==> src/tpc_huffman_word_decoder_top_assert.svh <==
// assertion macros for the readout word decoder
`ifndef TPC_HUFFMAN_WORD_DECODER_TOP_ASSERT_SVH
`define TPC_HUFFMAN_WORD_DECODER_TOP_ASSERT_SVH

// same-cycle implication under synchronous active-low reset
`define THWD_ASSERT_NOW(lbl, clk, rst_n, ante, cons, msg) \
    lbl: assert property (@(posedge clk) disable iff (!rst_n) (ante) |-> (cons)) \
        else $error(msg);

// next-cycle implication under synchronous active-low reset
`define THWD_ASSERT_NEXT(lbl, clk, rst_n, ante, cons, msg) \
    lbl: assert property (@(posedge clk) disable iff (!rst_n) (ante) |=> (cons)) \
        else $error(msg);

`endif

==> src/thwd_pkg.sv <==
// types, constants and helper functions shared by the readout word decoder
package thwd_pkg;

    localparam int HUF_BITS    = 14;
    localparam int QUEUE_DEPTH = 4;

    localparam logic [3:0] TAG_HDR = 4'h4;
    localparam logic [3:0] TAG_RAW = 4'h0;
    localparam logic [3:0] TAG_END = 4'h5;
    localparam logic [1:0] TAG_HUF = 2'b10;

    localparam logic [1:0] KIND_SAMPLE   = 2'd0;
    localparam logic [1:0] KIND_MATCH    = 2'd1;
    localparam logic [1:0] KIND_MISMATCH = 2'd2;

    localparam logic [15:0] LONG_CODE_DELTA = 16'd4096;

    typedef logic [3:0] t_pos;

    typedef enum logic [4:0] {
        OP_NOP = 5'b00001,
        OP_HDR = 5'b00010,
        OP_RAW = 5'b00100,
        OP_HUF = 5'b01000,
        OP_END = 5'b10000
    } t_op;

    typedef struct packed {
        logic [15:0] word;
        logic        block_end;
    } t_in;

    typedef struct packed {
        logic [5:0]  channel;
        logic [15:0] sample;
        logic [1:0]  kind;
        logic        code_error;
        logic        last;
    } t_out;

    typedef struct packed {
        t_op                 op;
        logic [HUF_BITS-1:0] bits;
        logic                block_end;
    } t_entry;

    typedef struct packed {
        logic   valid;
        t_entry entry;
    } t_head;

    // index of the lowest set bit, zero when none
    function automatic t_pos lowest_pos(input logic [HUF_BITS-1:0] v);
        t_pos p;
        p = '0;
        for (int i = HUF_BITS - 1; i >= 0; i--) begin
            if (v[i]) begin
                p = t_pos'(i);
            end
        end
        return p;
    endfunction

    // difference for a code with the given count of leading zeros
    function automatic logic [16:0] code_delta(input t_pos zeros);
        logic [16:0] r;
        case (zeros)
            4'd0:    r = {1'b0, 16'h0000};
            4'd1:    r = {1'b0, 16'hFFFF};
            4'd2:    r = {1'b0, 16'h0001};
            4'd3:    r = {1'b0, 16'hFFFE};
            4'd4:    r = {1'b0, 16'h0002};
            4'd5:    r = {1'b0, 16'hFFFD};
            4'd6:    r = {1'b0, 16'h0003};
            default: r = {1'b1, LONG_CODE_DELTA};
        endcase
        return r;
    endfunction

endpackage

==> src/thwd_front.sv <==
// front end: accepts readout words and classifies them for the queue
module thwd_front (
    input  logic             i_clk,
    input  logic             i_rst_n,
    input  logic             i_valid,
    output logic             o_ready,
    input  thwd_pkg::t_in    i_data,
    input  logic             i_queue_full,
    output logic             o_push,
    output thwd_pkg::t_entry o_entry
);

    thwd_pkg::t_op op;
    logic [3:0]    tag;

    assign tag = i_data.word[15:12];

    always_comb begin
        if (tag == thwd_pkg::TAG_HDR) begin
            op = thwd_pkg::OP_HDR;
        end else if (tag == thwd_pkg::TAG_RAW) begin
            op = thwd_pkg::OP_RAW;
        end else if (i_data.word[15:14] == thwd_pkg::TAG_HUF) begin
            op = (i_data.word[thwd_pkg::HUF_BITS-1:0] != '0) ? thwd_pkg::OP_HUF
                                                            : thwd_pkg::OP_NOP;
        end else if (tag == thwd_pkg::TAG_END) begin
            op = thwd_pkg::OP_END;
        end else begin
            op = thwd_pkg::OP_NOP;
        end
    end

    assign o_ready         = !i_queue_full;
    assign o_push          = i_valid && !i_queue_full;
    assign o_entry.op        = op;
    assign o_entry.bits      = i_data.word[thwd_pkg::HUF_BITS-1:0];
    assign o_entry.block_end = i_data.block_end;

    `include "tpc_huffman_word_decoder_top_assert.svh"

    `THWD_ASSERT_NOW(a_push_only_when_room, i_clk, i_rst_n, o_push, !i_queue_full, "push into full queue")
    `THWD_ASSERT_NOW(a_empty_huf_dropped, i_clk, i_rst_n, o_push && (o_entry.op == thwd_pkg::OP_HUF), o_entry.bits != '0, "empty huffman word queued as work")

endmodule

==> src/thwd_queue.sv <==
// short queue of classified transactions between front and back end
module thwd_queue #(
    parameter int Depth = thwd_pkg::QUEUE_DEPTH
) (
    input  logic             i_clk,
    input  logic             i_rst_n,
    input  logic             i_push,
    input  thwd_pkg::t_entry i_entry,
    output logic             o_full,
    input  logic             i_pop,
    output thwd_pkg::t_head  o_head
);

    localparam int PtrW = (Depth > 1) ? $clog2(Depth) : 1;
    localparam int CntW = $clog2(Depth + 1);

    thwd_pkg::t_entry r_mem [Depth];
    logic [PtrW-1:0]  r_wr_ptr, n_wr_ptr;
    logic [PtrW-1:0]  r_rd_ptr, n_rd_ptr;
    logic [CntW-1:0]  r_count, n_count;
    logic             do_push, do_pop;

    assign o_full       = (r_count == CntW'(Depth));
    assign o_head.valid = (r_count != '0);
    assign o_head.entry = r_mem[r_rd_ptr];

    assign do_push = i_push && !o_full;
    assign do_pop  = i_pop && o_head.valid;

    always_comb begin
        n_wr_ptr = r_wr_ptr;
        n_rd_ptr = r_rd_ptr;
        if (do_push) begin
            n_wr_ptr = (r_wr_ptr == PtrW'(Depth - 1)) ? '0 : r_wr_ptr + 1'b1;
        end
        if (do_pop) begin
            n_rd_ptr = (r_rd_ptr == PtrW'(Depth - 1)) ? '0 : r_rd_ptr + 1'b1;
        end
        case ({do_push, do_pop})
            2'b10:   n_count = r_count + 1'b1;
            2'b01:   n_count = r_count - 1'b1;
            default: n_count = r_count;
        endcase
    end

    always_ff @(posedge i_clk) begin
        if (!i_rst_n) begin
            r_wr_ptr <= '0;
            r_rd_ptr <= '0;
            r_count  <= '0;
        end else begin
            r_wr_ptr <= n_wr_ptr;
            r_rd_ptr <= n_rd_ptr;
            r_count  <= n_count;
        end
    end

    always_ff @(posedge i_clk) begin
        if (do_push) begin
            r_mem[r_wr_ptr] <= i_entry;
        end
    end

endmodule

==> src/thwd_back.sv <==
// back end: executes queued transactions and drives the result register
module thwd_back (
    input  logic            i_clk,
    input  logic            i_rst_n,
    input  thwd_pkg::t_head i_head,
    output logic            o_pop,
    output logic            o_valid,
    input  logic            i_ready,
    output thwd_pkg::t_out  o_data
);

    logic                          r_valid, n_valid;
    thwd_pkg::t_out                r_data, n_data;
    logic [5:0]                    r_ch, n_ch;
    logic [15:0]                   r_ls, n_ls;
    logic                          r_active, n_active;
    logic [thwd_pkg::HUF_BITS-1:0] r_rem, n_rem;

    logic                          out_free;
    logic [thwd_pkg::HUF_BITS-1:0] cur, low_bit, rest;
    thwd_pkg::t_pos                p, q, zeros;
    logic                          huf_last;
    logic [16:0]                   delta;
    logic [15:0]                   sum;
    thwd_pkg::t_entry              ent;

    assign ent      = i_head.entry;
    assign out_free = !r_valid || i_ready;
    assign cur      = r_active ? r_rem : ent.bits;
    assign low_bit  = cur & (~cur + 1'b1);
    assign rest     = cur & ~low_bit;
    assign huf_last = (rest == '0);
    assign p        = thwd_pkg::lowest_pos(cur);
    assign q        = thwd_pkg::lowest_pos(rest);
    assign zeros    = huf_last ? thwd_pkg::t_pos'(thwd_pkg::HUF_BITS - 1) - p : q - p - 1'b1;
    assign delta    = thwd_pkg::code_delta(zeros);
    assign sum      = r_ls + delta[15:0];

    always_comb begin
        n_valid  = r_valid && !i_ready;
        n_data   = r_data;
        n_ch     = r_ch;
        n_ls     = r_ls;
        n_active = r_active;
        n_rem    = r_rem;
        o_pop    = 1'b0;
        if (i_head.valid) begin
            unique case (ent.op)
                thwd_pkg::OP_NOP: begin
                    o_pop = 1'b1;
                end
                thwd_pkg::OP_HDR: begin
                    o_pop = 1'b1;
                    n_ch  = ent.bits[5:0];
                    n_ls  = '0;
                end
                thwd_pkg::OP_RAW: begin
                    if (out_free) begin
                        o_pop             = 1'b1;
                        n_ls              = {4'b0, ent.bits[11:0]};
                        n_valid           = 1'b1;
                        n_data.channel    = r_ch;
                        n_data.sample     = {4'b0, ent.bits[11:0]};
                        n_data.kind       = thwd_pkg::KIND_SAMPLE;
                        n_data.code_error = 1'b0;
                        n_data.last       = 1'b1;
                    end
                end
                thwd_pkg::OP_HUF: begin
                    if (out_free) begin
                        n_ls              = sum;
                        n_valid           = 1'b1;
                        n_data.channel    = r_ch;
                        n_data.sample     = sum;
                        n_data.kind       = thwd_pkg::KIND_SAMPLE;
                        n_data.code_error = delta[16];
                        n_data.last       = huf_last;
                        n_rem             = rest;
                        n_active          = !huf_last;
                        o_pop             = huf_last;
                    end
                end
                thwd_pkg::OP_END: begin
                    if (out_free) begin
                        o_pop             = 1'b1;
                        n_valid           = 1'b1;
                        n_data.channel    = r_ch;
                        n_data.sample     = '0;
                        n_data.kind       = (ent.bits[5:0] == r_ch) ? thwd_pkg::KIND_MATCH
                                                                    : thwd_pkg::KIND_MISMATCH;
                        n_data.code_error = 1'b0;
                        n_data.last       = 1'b1;
                    end
                end
                default: begin
                    o_pop = 1'b1;
                end
            endcase
            if (o_pop && ent.block_end) begin
                n_ch = '0;
                n_ls = '0;
            end
        end
    end

    always_ff @(posedge i_clk) begin
        if (!i_rst_n) begin
            r_valid  <= 1'b0;
            r_ch     <= '0;
            r_ls     <= '0;
            r_active <= 1'b0;
        end else begin
            r_valid  <= n_valid;
            r_ch     <= n_ch;
            r_ls     <= n_ls;
            r_active <= n_active;
        end
    end

    always_ff @(posedge i_clk) begin
        r_data <= n_data;
        r_rem  <= n_rem;
    end

    assign o_valid = r_valid;
    assign o_data  = r_data;

    `include "tpc_huffman_word_decoder_top_assert.svh"

    `THWD_ASSERT_NOW(a_active_has_head, i_clk, i_rst_n, r_active, i_head.valid && (ent.op == thwd_pkg::OP_HUF), "huffman scan without queued word")
    `THWD_ASSERT_NOW(a_marker_is_last, i_clk, i_rst_n, r_valid && (r_data.kind != thwd_pkg::KIND_SAMPLE), r_data.last && (r_data.sample == '0), "ending marker not final result")
    `THWD_ASSERT_NEXT(a_scan_ends_on_pop, i_clk, i_rst_n, o_pop && (ent.op == thwd_pkg::OP_HUF), !r_active, "scan still active after pop")

endmodule

==> src/tpc_huffman_word_decoder_top.sv <==
// Readout word decoder for a delta-compressed ADC stream. A new word is taken every
// cycle while the internal queue (Depth entries, default 4) has room. Headers and ignored
// words yield no result; raw ADC and ending words yield one result each; a Huffman word
// with n codes yields n results, one sample per cycle while the output register is free,
// so the sustained rate is set by the back-end scan and by how fast results are taken
// from the output register. When idle, an accepted word is first written into the queue
// and its first result is then registered in the output register.
module tpc_huffman_word_decoder_top #(
    parameter int Depth = thwd_pkg::QUEUE_DEPTH
) (
    input  logic           i_clk,
    input  logic           i_rst_n,
    input  logic           i_valid,
    output logic           o_ready,
    input  thwd_pkg::t_in  i_data,
    output logic           o_valid,
    input  logic           i_ready,
    output thwd_pkg::t_out o_data
);

    logic             queue_full;
    logic             push;
    logic             pop;
    thwd_pkg::t_entry entry;
    thwd_pkg::t_head  head;

    thwd_front u_front (
        .i_clk        (i_clk),
        .i_rst_n      (i_rst_n),
        .i_valid      (i_valid),
        .o_ready      (o_ready),
        .i_data       (i_data),
        .i_queue_full (queue_full),
        .o_push       (push),
        .o_entry      (entry)
    );

    thwd_queue #(
        .Depth (Depth)
    ) u_queue (
        .i_clk   (i_clk),
        .i_rst_n (i_rst_n),
        .i_push  (push),
        .i_entry (entry),
        .o_full  (queue_full),
        .i_pop   (pop),
        .o_head  (head)
    );

    thwd_back u_back (
        .i_clk   (i_clk),
        .i_rst_n (i_rst_n),
        .i_head  (head),
        .o_pop   (pop),
        .o_valid (o_valid),
        .i_ready (i_ready),
        .o_data  (o_data)
    );

endmodule

==> config.mk <==
export PLATFORM = sky130hd
export DESIGN_NAME = tpc_huffman_word_decoder_top
export DESIGN_NICKNAME = d
export VERILOG_FILES = /design/src/thwd_pkg.sv /design/src/thwd_front.sv /design/src/thwd_queue.sv /design/src/thwd_back.sv /design/src/tpc_huffman_word_decoder_top.sv
export VERILOG_INCLUDE_DIRS = /design/src /design/src/src
export SDC_FILE = /design/constraint.sdc
export NUM_CORES = 1
export LEC_CHECK = 0
export ABC_AREA = 0
export BUFFER_PORTS_ARGS = -buffer_cell sky130_fd_sc_hd__clkbuf_2
export CAP_MARGIN = 20
export CORE_MARGIN = 1
export CORE_UTILIZATION = 35
export DETAILED_ROUTE_END_ITERATION = 10
export HOLD_SLACK_MARGIN = 0.08
export SLEW_MARGIN = 20
export SYNTH_ARGS = -nofsm -noshare
export SYNTH_HDL_FRONTEND = slang
export SYNTH_SLANG_ARGS = --single-unit
==> constraint.sdc <==
create_clock -name i_clk -period 6.2 [get_ports i_clk]
set_input_delay 0.62 -clock i_clk [delete_from_list [all_inputs] [get_ports i_clk]]
set_output_delay 0.62 -clock i_clk [all_outputs]
set_load 0.02 [all_outputs]
-- After elaboration in Yosys (flattened, before gate mapping)
Memory sizes are Yosys's and may differ from the RTL's. A register that Yosys moved wholly into a read port is not among the register bits.
Cells that the tools add are included.
- word-level logic and storage cells: 138
- output and inout bits: 28
- memories: 1
- memory bits (writable): 80
- register bits: 71
- memory list (name ; words ; bits a word ; read ports ; clocked after memory_dff ; wr ports ; RTL line ; text):
    u_queue.r_mem ; 4 ; 20 ; 1 ; 1 ; 1 ; thwd_queue.sv:17 ; thwd_pkg::t_entry r_mem [Depth];
- bitwise gates (word level): 4
- reduce and logical (&&, ||, !) cells: 25
- $add $sub $neg: 9
- eq/ne operators: 24
- muxes and demuxes: 62
- operators with widths (cell ; number):
    4-bit 2-to-1 mux ; 30
    17-bit case mux with 7 select lines ; 1
    26-bit 2-to-1 mux ; 3
    26-bit case mux with 3 select lines ; 1
    16-bit 2-to-1 mux ; 3
    16-bit case mux with 3 select lines ; 1
    14-bit AND ; 2
    14-bit NOT ; 2
    4-bit by 3-bit == test with 1-bit output (second input constant) ; 5
    5-bit 2-to-1 mux ; 4
    16-bit adder ; 1
    14-bit by 1-bit adder with 14-bit output (second input constant) ; 1
    14-bit zero test ; 1
    14-bit 2-to-1 mux ; 1
    14-bit nonzero test ; 1
    6-bit 2-to-1 mux ; 2
    2-bit 2-to-1 mux ; 5
    1-bit 2-to-1 mux ; 9
    2-bit == test (second input constant) ; 4
    4-bit by 2-bit == test with 1-bit output (second input constant) ; 2
    4-bit zero test ; 2
    6-bit == test ; 1
    2-bit by 1-bit inequality test with 1-bit output (second input constant) ; 3
    3-bit by 1-bit inequality test with 1-bit output (second input constant) ; 2
    other kinds (27) ; 37

-- Depth between registers and ports, before layout
- word-level depth: 29
- depth in mapped cells: 35
- gate-level depth less buffers: 32

-- Modules after synthesis
Synthesis repeated with hierarchy kept, for this count alone.
- cells, all modules: 662
- area total of the unflattened synthesis: 7911.3 µm²
- modules (own cells, without submodules) (module ; sequential area each (µm²) ; instances ; cells each ; area an instance (µm²)):
    thwd_back ; 1651.6 ; 1 ; 471 ; 4295.4
    thwd_queue ; 2582.5 ; 1 ; 160 ; 3392.0
    thwd_front ; 0.0 ; 1 ; 31 ; 224.0

-- Worst setup path before layout
No wires, ideal clock.
- path type: register to register
- start: register (tool-made name)
- end: register u_back.r_ls[15]
- stages on the path, launching flop included: 34
- setup time: 122 ps
- path slack: -638 ps
- data arrival time: 6716 ps
- cells stage by stage: dfxtp_1 > buf_6 > buf_12 > mux4_2 > mux2_4 > a211o_1 > nor3_2 > xnor2_1 > a21oi_1 > a21oi_1 > o22ai_1 > a21oi_1 > nor2_1 > o21ai_1 > ha_1 > a21o_1 > a21oi_1 > or3b_2 > a31oi_4 > xnor2_2 > nand2_4 > inv_1 > ha_1 > and2_1 > a31oi_1 > a21oi_1 > a41o_1 > o211ai_1 > o21ai_0 > a21o_1 > a21oi_1 > nand4b_1 > mux2i_1 > a311o_1
- RTL lines (item ; RTL line ; text):
    end signal: assignment ; thwd_back.sv:115 ; r_ls <= n_ls;
    end: declaration ; thwd_back.sv:15 ; logic [15:0] r_ls, n_ls;

==> run summary <==
status: complete, but fails checks
failing checks: setup timing
Cell Area, Placed: 0.009430 mm²
ys flop type: edfxtp_1
CTS tree: done
P_int: 3.588 mW
Worst-Margin Slew: 1.059 ns
FF-to-FF End: u_back.r_ls[15]
Sum Neg Setup Slack: -0.5557 ns
Final WS setup: -0.1720 ns
startpoint types: register
vias per cell: 5.163
Peak VDD IR: 255.4 µV
Initial Utilization: 35.88%
post-synthesis cell count: 665
Hold Vio Cnt, Final: 0
routability cong.: 0.9035
I/O Buffers: 48
clk_skew: 0.01117 ns
CTS Buf Count: 17
Layout area overhead: 25.81%
final net count: 870
Worst path slowest cell: mux4_2
P_sw: 2.377 mW
sequential share of the synthesized area: 51.97%
synth unique cells: 91
Min-Delay Path Depth: 1
placed insts: 1,077
Comb power frac: 59.8%
switching share of power: 39.85%
Final Setup Violations: 6
initial antenna violation count: 0
EDFF count, synth: 119
RSZ-0062 raised after global routing: true
DRC marker count from the first detailed-route iteration: 289
Sink Count: 152
Fillers: 2,063
pin count of the biggest net entering global routing: 35
total track usage: 17.17%
Core Rows: 55
CP max FO: 7
vias in the first global route: 5,750
Fmax: 156.9 MHz
Power Dens Cells: 581.9 mW/mm²
area of the core: 0.02271 mm²
Hold WC Path Type: in -> reg
Clock power frac: 17.9%
syn nets: 714
routed via count: 5,777
fin cells: 1,119
CP Capture Type: register
synthesized cell area: 0.008148 mm²
normalized max-slew margin: 29.41%
power share of the sequential group: 22.2%
I/O Pins: 49
Reg2Reg Depth: 29
gr ovfl total: 0
R2R Setup Slk: -0.17 ns
crit share post-route: 102.8%
FF/Latch Area: 0.004238 mm²
min Tclk post-route: 6.372 ns
Die W: 154.6 µm
fraction of registers with async set/reset: 0%
Hold Path Sink: u_queue.r_mem[0][0]
die extent in y: 154.6 µm
Detailed Place HPWL: 14,240 µm
Worst Path Class, Setup: reg -> reg
WP data arrival: 6.69 ns
clk_lat worst skew: 0.44 ns
CP max stage delay: 0.55 ns
Hold Path Origin: i_data[0]
CTS max path bufs: 2
# DRC: 0
first-pass GRT wire length: 31,240 µm
Syn Area/Cell: 12.25 µm²
number of max-cap violations: 0
wire per inst: 17.41 µm
Slew Viols, Final: 0
Yosys warnings: 0
Finished Cell Area: 0.01025 mm²
#FFs+latches synth: 152
DRT Pass-1 Iters: 5
CP required: 6.52 ns
# diodes: 0
die outline area: 0.02389 mm²
Multi-input gate area: 0.003880 mm²
Clock Pin Slew Worst Setup and Hold Paths: 0.07 ns
leakage power: 3.932 nW
DRT Wirelength: 19,490 µm
Final ANT Viol Nets: 0
Root Buffer: clkbuf_16
H-tree levels: 4
share of cells above drive strength 1: 34.29%
-- layout make-up --
cell class                      instances  share of cell area (%)
Inverter                               23                  0.8788
Sequential cell                       152                   41.34
Timing Repair Buffer                  158                   10.55
Clock inverter                         15                   1.758
Tap cell                              285                   3.479
Multi-Input combinational cell        469                   37.85
Clock buffer                           17                   4.150
-- power groups by stage --
stage	registers [mW]	logic [mW]	clock network, mW
final	1.33	3.57	1.07
after global routing	1.34	3.90	1.12
after CTS	1.33	3.33	1.08
after detailed placement	1.35	3.24	0
after global placement	1.34	3.22	0
after floorplan	1.35	2.17	0
-- placed cells by master, fill, tap and decap left out, types with 9 or more instances in the layout --
cell type  instances
and2_1            12
mux2_2            13
buf_4            107
dfxtp_1           32
nand2_1           48
mux2i_1           30
inv_1             20
nand2b_1          11
nor2_1            32
o21ai_0           28
mux4_2            12
nor3_1            14
a21oi_1           23
o22ai_1            9
nor2b_1           28
ha_1              19
edfxtp_1         119
clkbuf_16         17
clkbuf_2          48
-- registers in the layout (all words and copies together), names as in the netlist, named ones only --
name / flops
u_queue.r_wr_ptr: 2
u_back.r_ch: 6
u_queue.r_count: 3
u_back.r_active: 1
u_back.r_ls: 16
u_back.r_rem: 13
u_back.o_data: 26
u_queue.r_mem: 80
u_back.o_valid: 1
u_queue.r_rd_ptr: 2
-- layer usage --
metal,routed length (µm),global-route usage [%],up-vias
met2,9135,28.27,125
met1,9339,23.20,2784
met3,736,2.998,20
met5,0,0,-
met4,276,4.856,0
li1,-,-,2848
-- cell usage after synthesis (all sizes together) (4+ instances only) --
master  count  area share (%)
xor2        9            0.97
xnor2      12             1.4
a21oi      34             2.7
o211ai      5            0.63
a21boi      6            0.60
nand2      51             2.5
a211oi      8            0.89
o22ai      10            0.94
clkbuf      8            0.37
and2       13             1.0
nor2b      28             2.1
nand2b     11            0.84
o21ai      37             2.5
inv        23             1.1
nand3b      5            0.46
buf        13             1.4
or3         9            0.75
a31oi       6            0.64
nor3       17             1.2
a22oi       6            0.55
a21o        5            0.46
and3        9            0.69
ha         25             3.8
edfxtp    119              44
or2         5            0.38
mux2i      32             4.0
mux2       21             3.0
dfxtp      33             8.1
nand3       8            0.55
o32a        4            0.64
mux4       14             4.0
nor2       35             1.6
-- cell families (layout without fill, tap and decap cells) --
group / Yosys count / count (layout) / share of synthesized area (%)
buffers and inverters: 44 / 213 / 2.841
muxes: 67 / 67 / 11.03
AOI/OAI and AO/OA: 145 / 145 / 13.27
xor gates and xnor gates: 22 / 22 / 2.626
and+or+nand+nor: 206 / 206 / 13.58
adders and majority gates: 29 / 29 / 4.699
DFF: 152 / 152 / 51.97
-- critical path: cells and delay by family (launching register included) --
| kind | cells | cell delay (ns) |
|---|---|---|
| AOI/OAI and AO/OA | 16 | 3.04 |
| xor gates and xnor gates | 1 | 0.12 |
| adders and majority gates | 2 | 0.46 |
| buffers and inverters | 3 | 0.54 |
| DFF | 1 | 0.40 |
| muxes | 3 | 0.94 |
| and+or+nand+nor | 4 | 0.76 |
-- worst max-delay path by stage --
stage	from	endpoint	slack (ns)	depth (start not counted)
6_report	register	u_back.r_ls[15]	-0.17	29
3_5_place_dp	register	u_back.r_ls[12]	-0.30	34
2_1_floorplan	register	u_back.r_ls[15]	-0.10	30
3_3_place_gp	register	u_back.r_ls[12]	-0.12	34
5_1_grt	register	u_back.o_data[19]	-0.49	31
4_1_cts	register	u_back.r_ls[15]	-0.10	31
-- per-stage QoR --
stage / utilization [%] / setup WS (ns) / hold slack (ns) / power (mW)
4_1_cts: 44.49 / -0.1027 / 0.4024 / 5.739
3_5_place_dp: 41.53 / -0.2998 / 0.4666 / 4.589
6_report: 45.14 / -0.1720 / 0.4129 / 5.966
3_3_place_gp: 41.53 / -0.1189 / 0.4704 / 4.564
2_1_floorplan: - / -0.1022 / 0.4351 / 3.525
5_1_grt: 45.14 / -0.4935 / 0.4065 / 6.368
-- what timing repair did --
action                                 4_1_cts  5_1_grt
gates resized for setup                     13       21
endpoints found under the hold margin        0        0
setup buffers                                4        7
setup endpoints to repair                   12       20
hold buffers                                 0        0
pin swaps                                   13       13
Power figures use the tool's default switching activity.
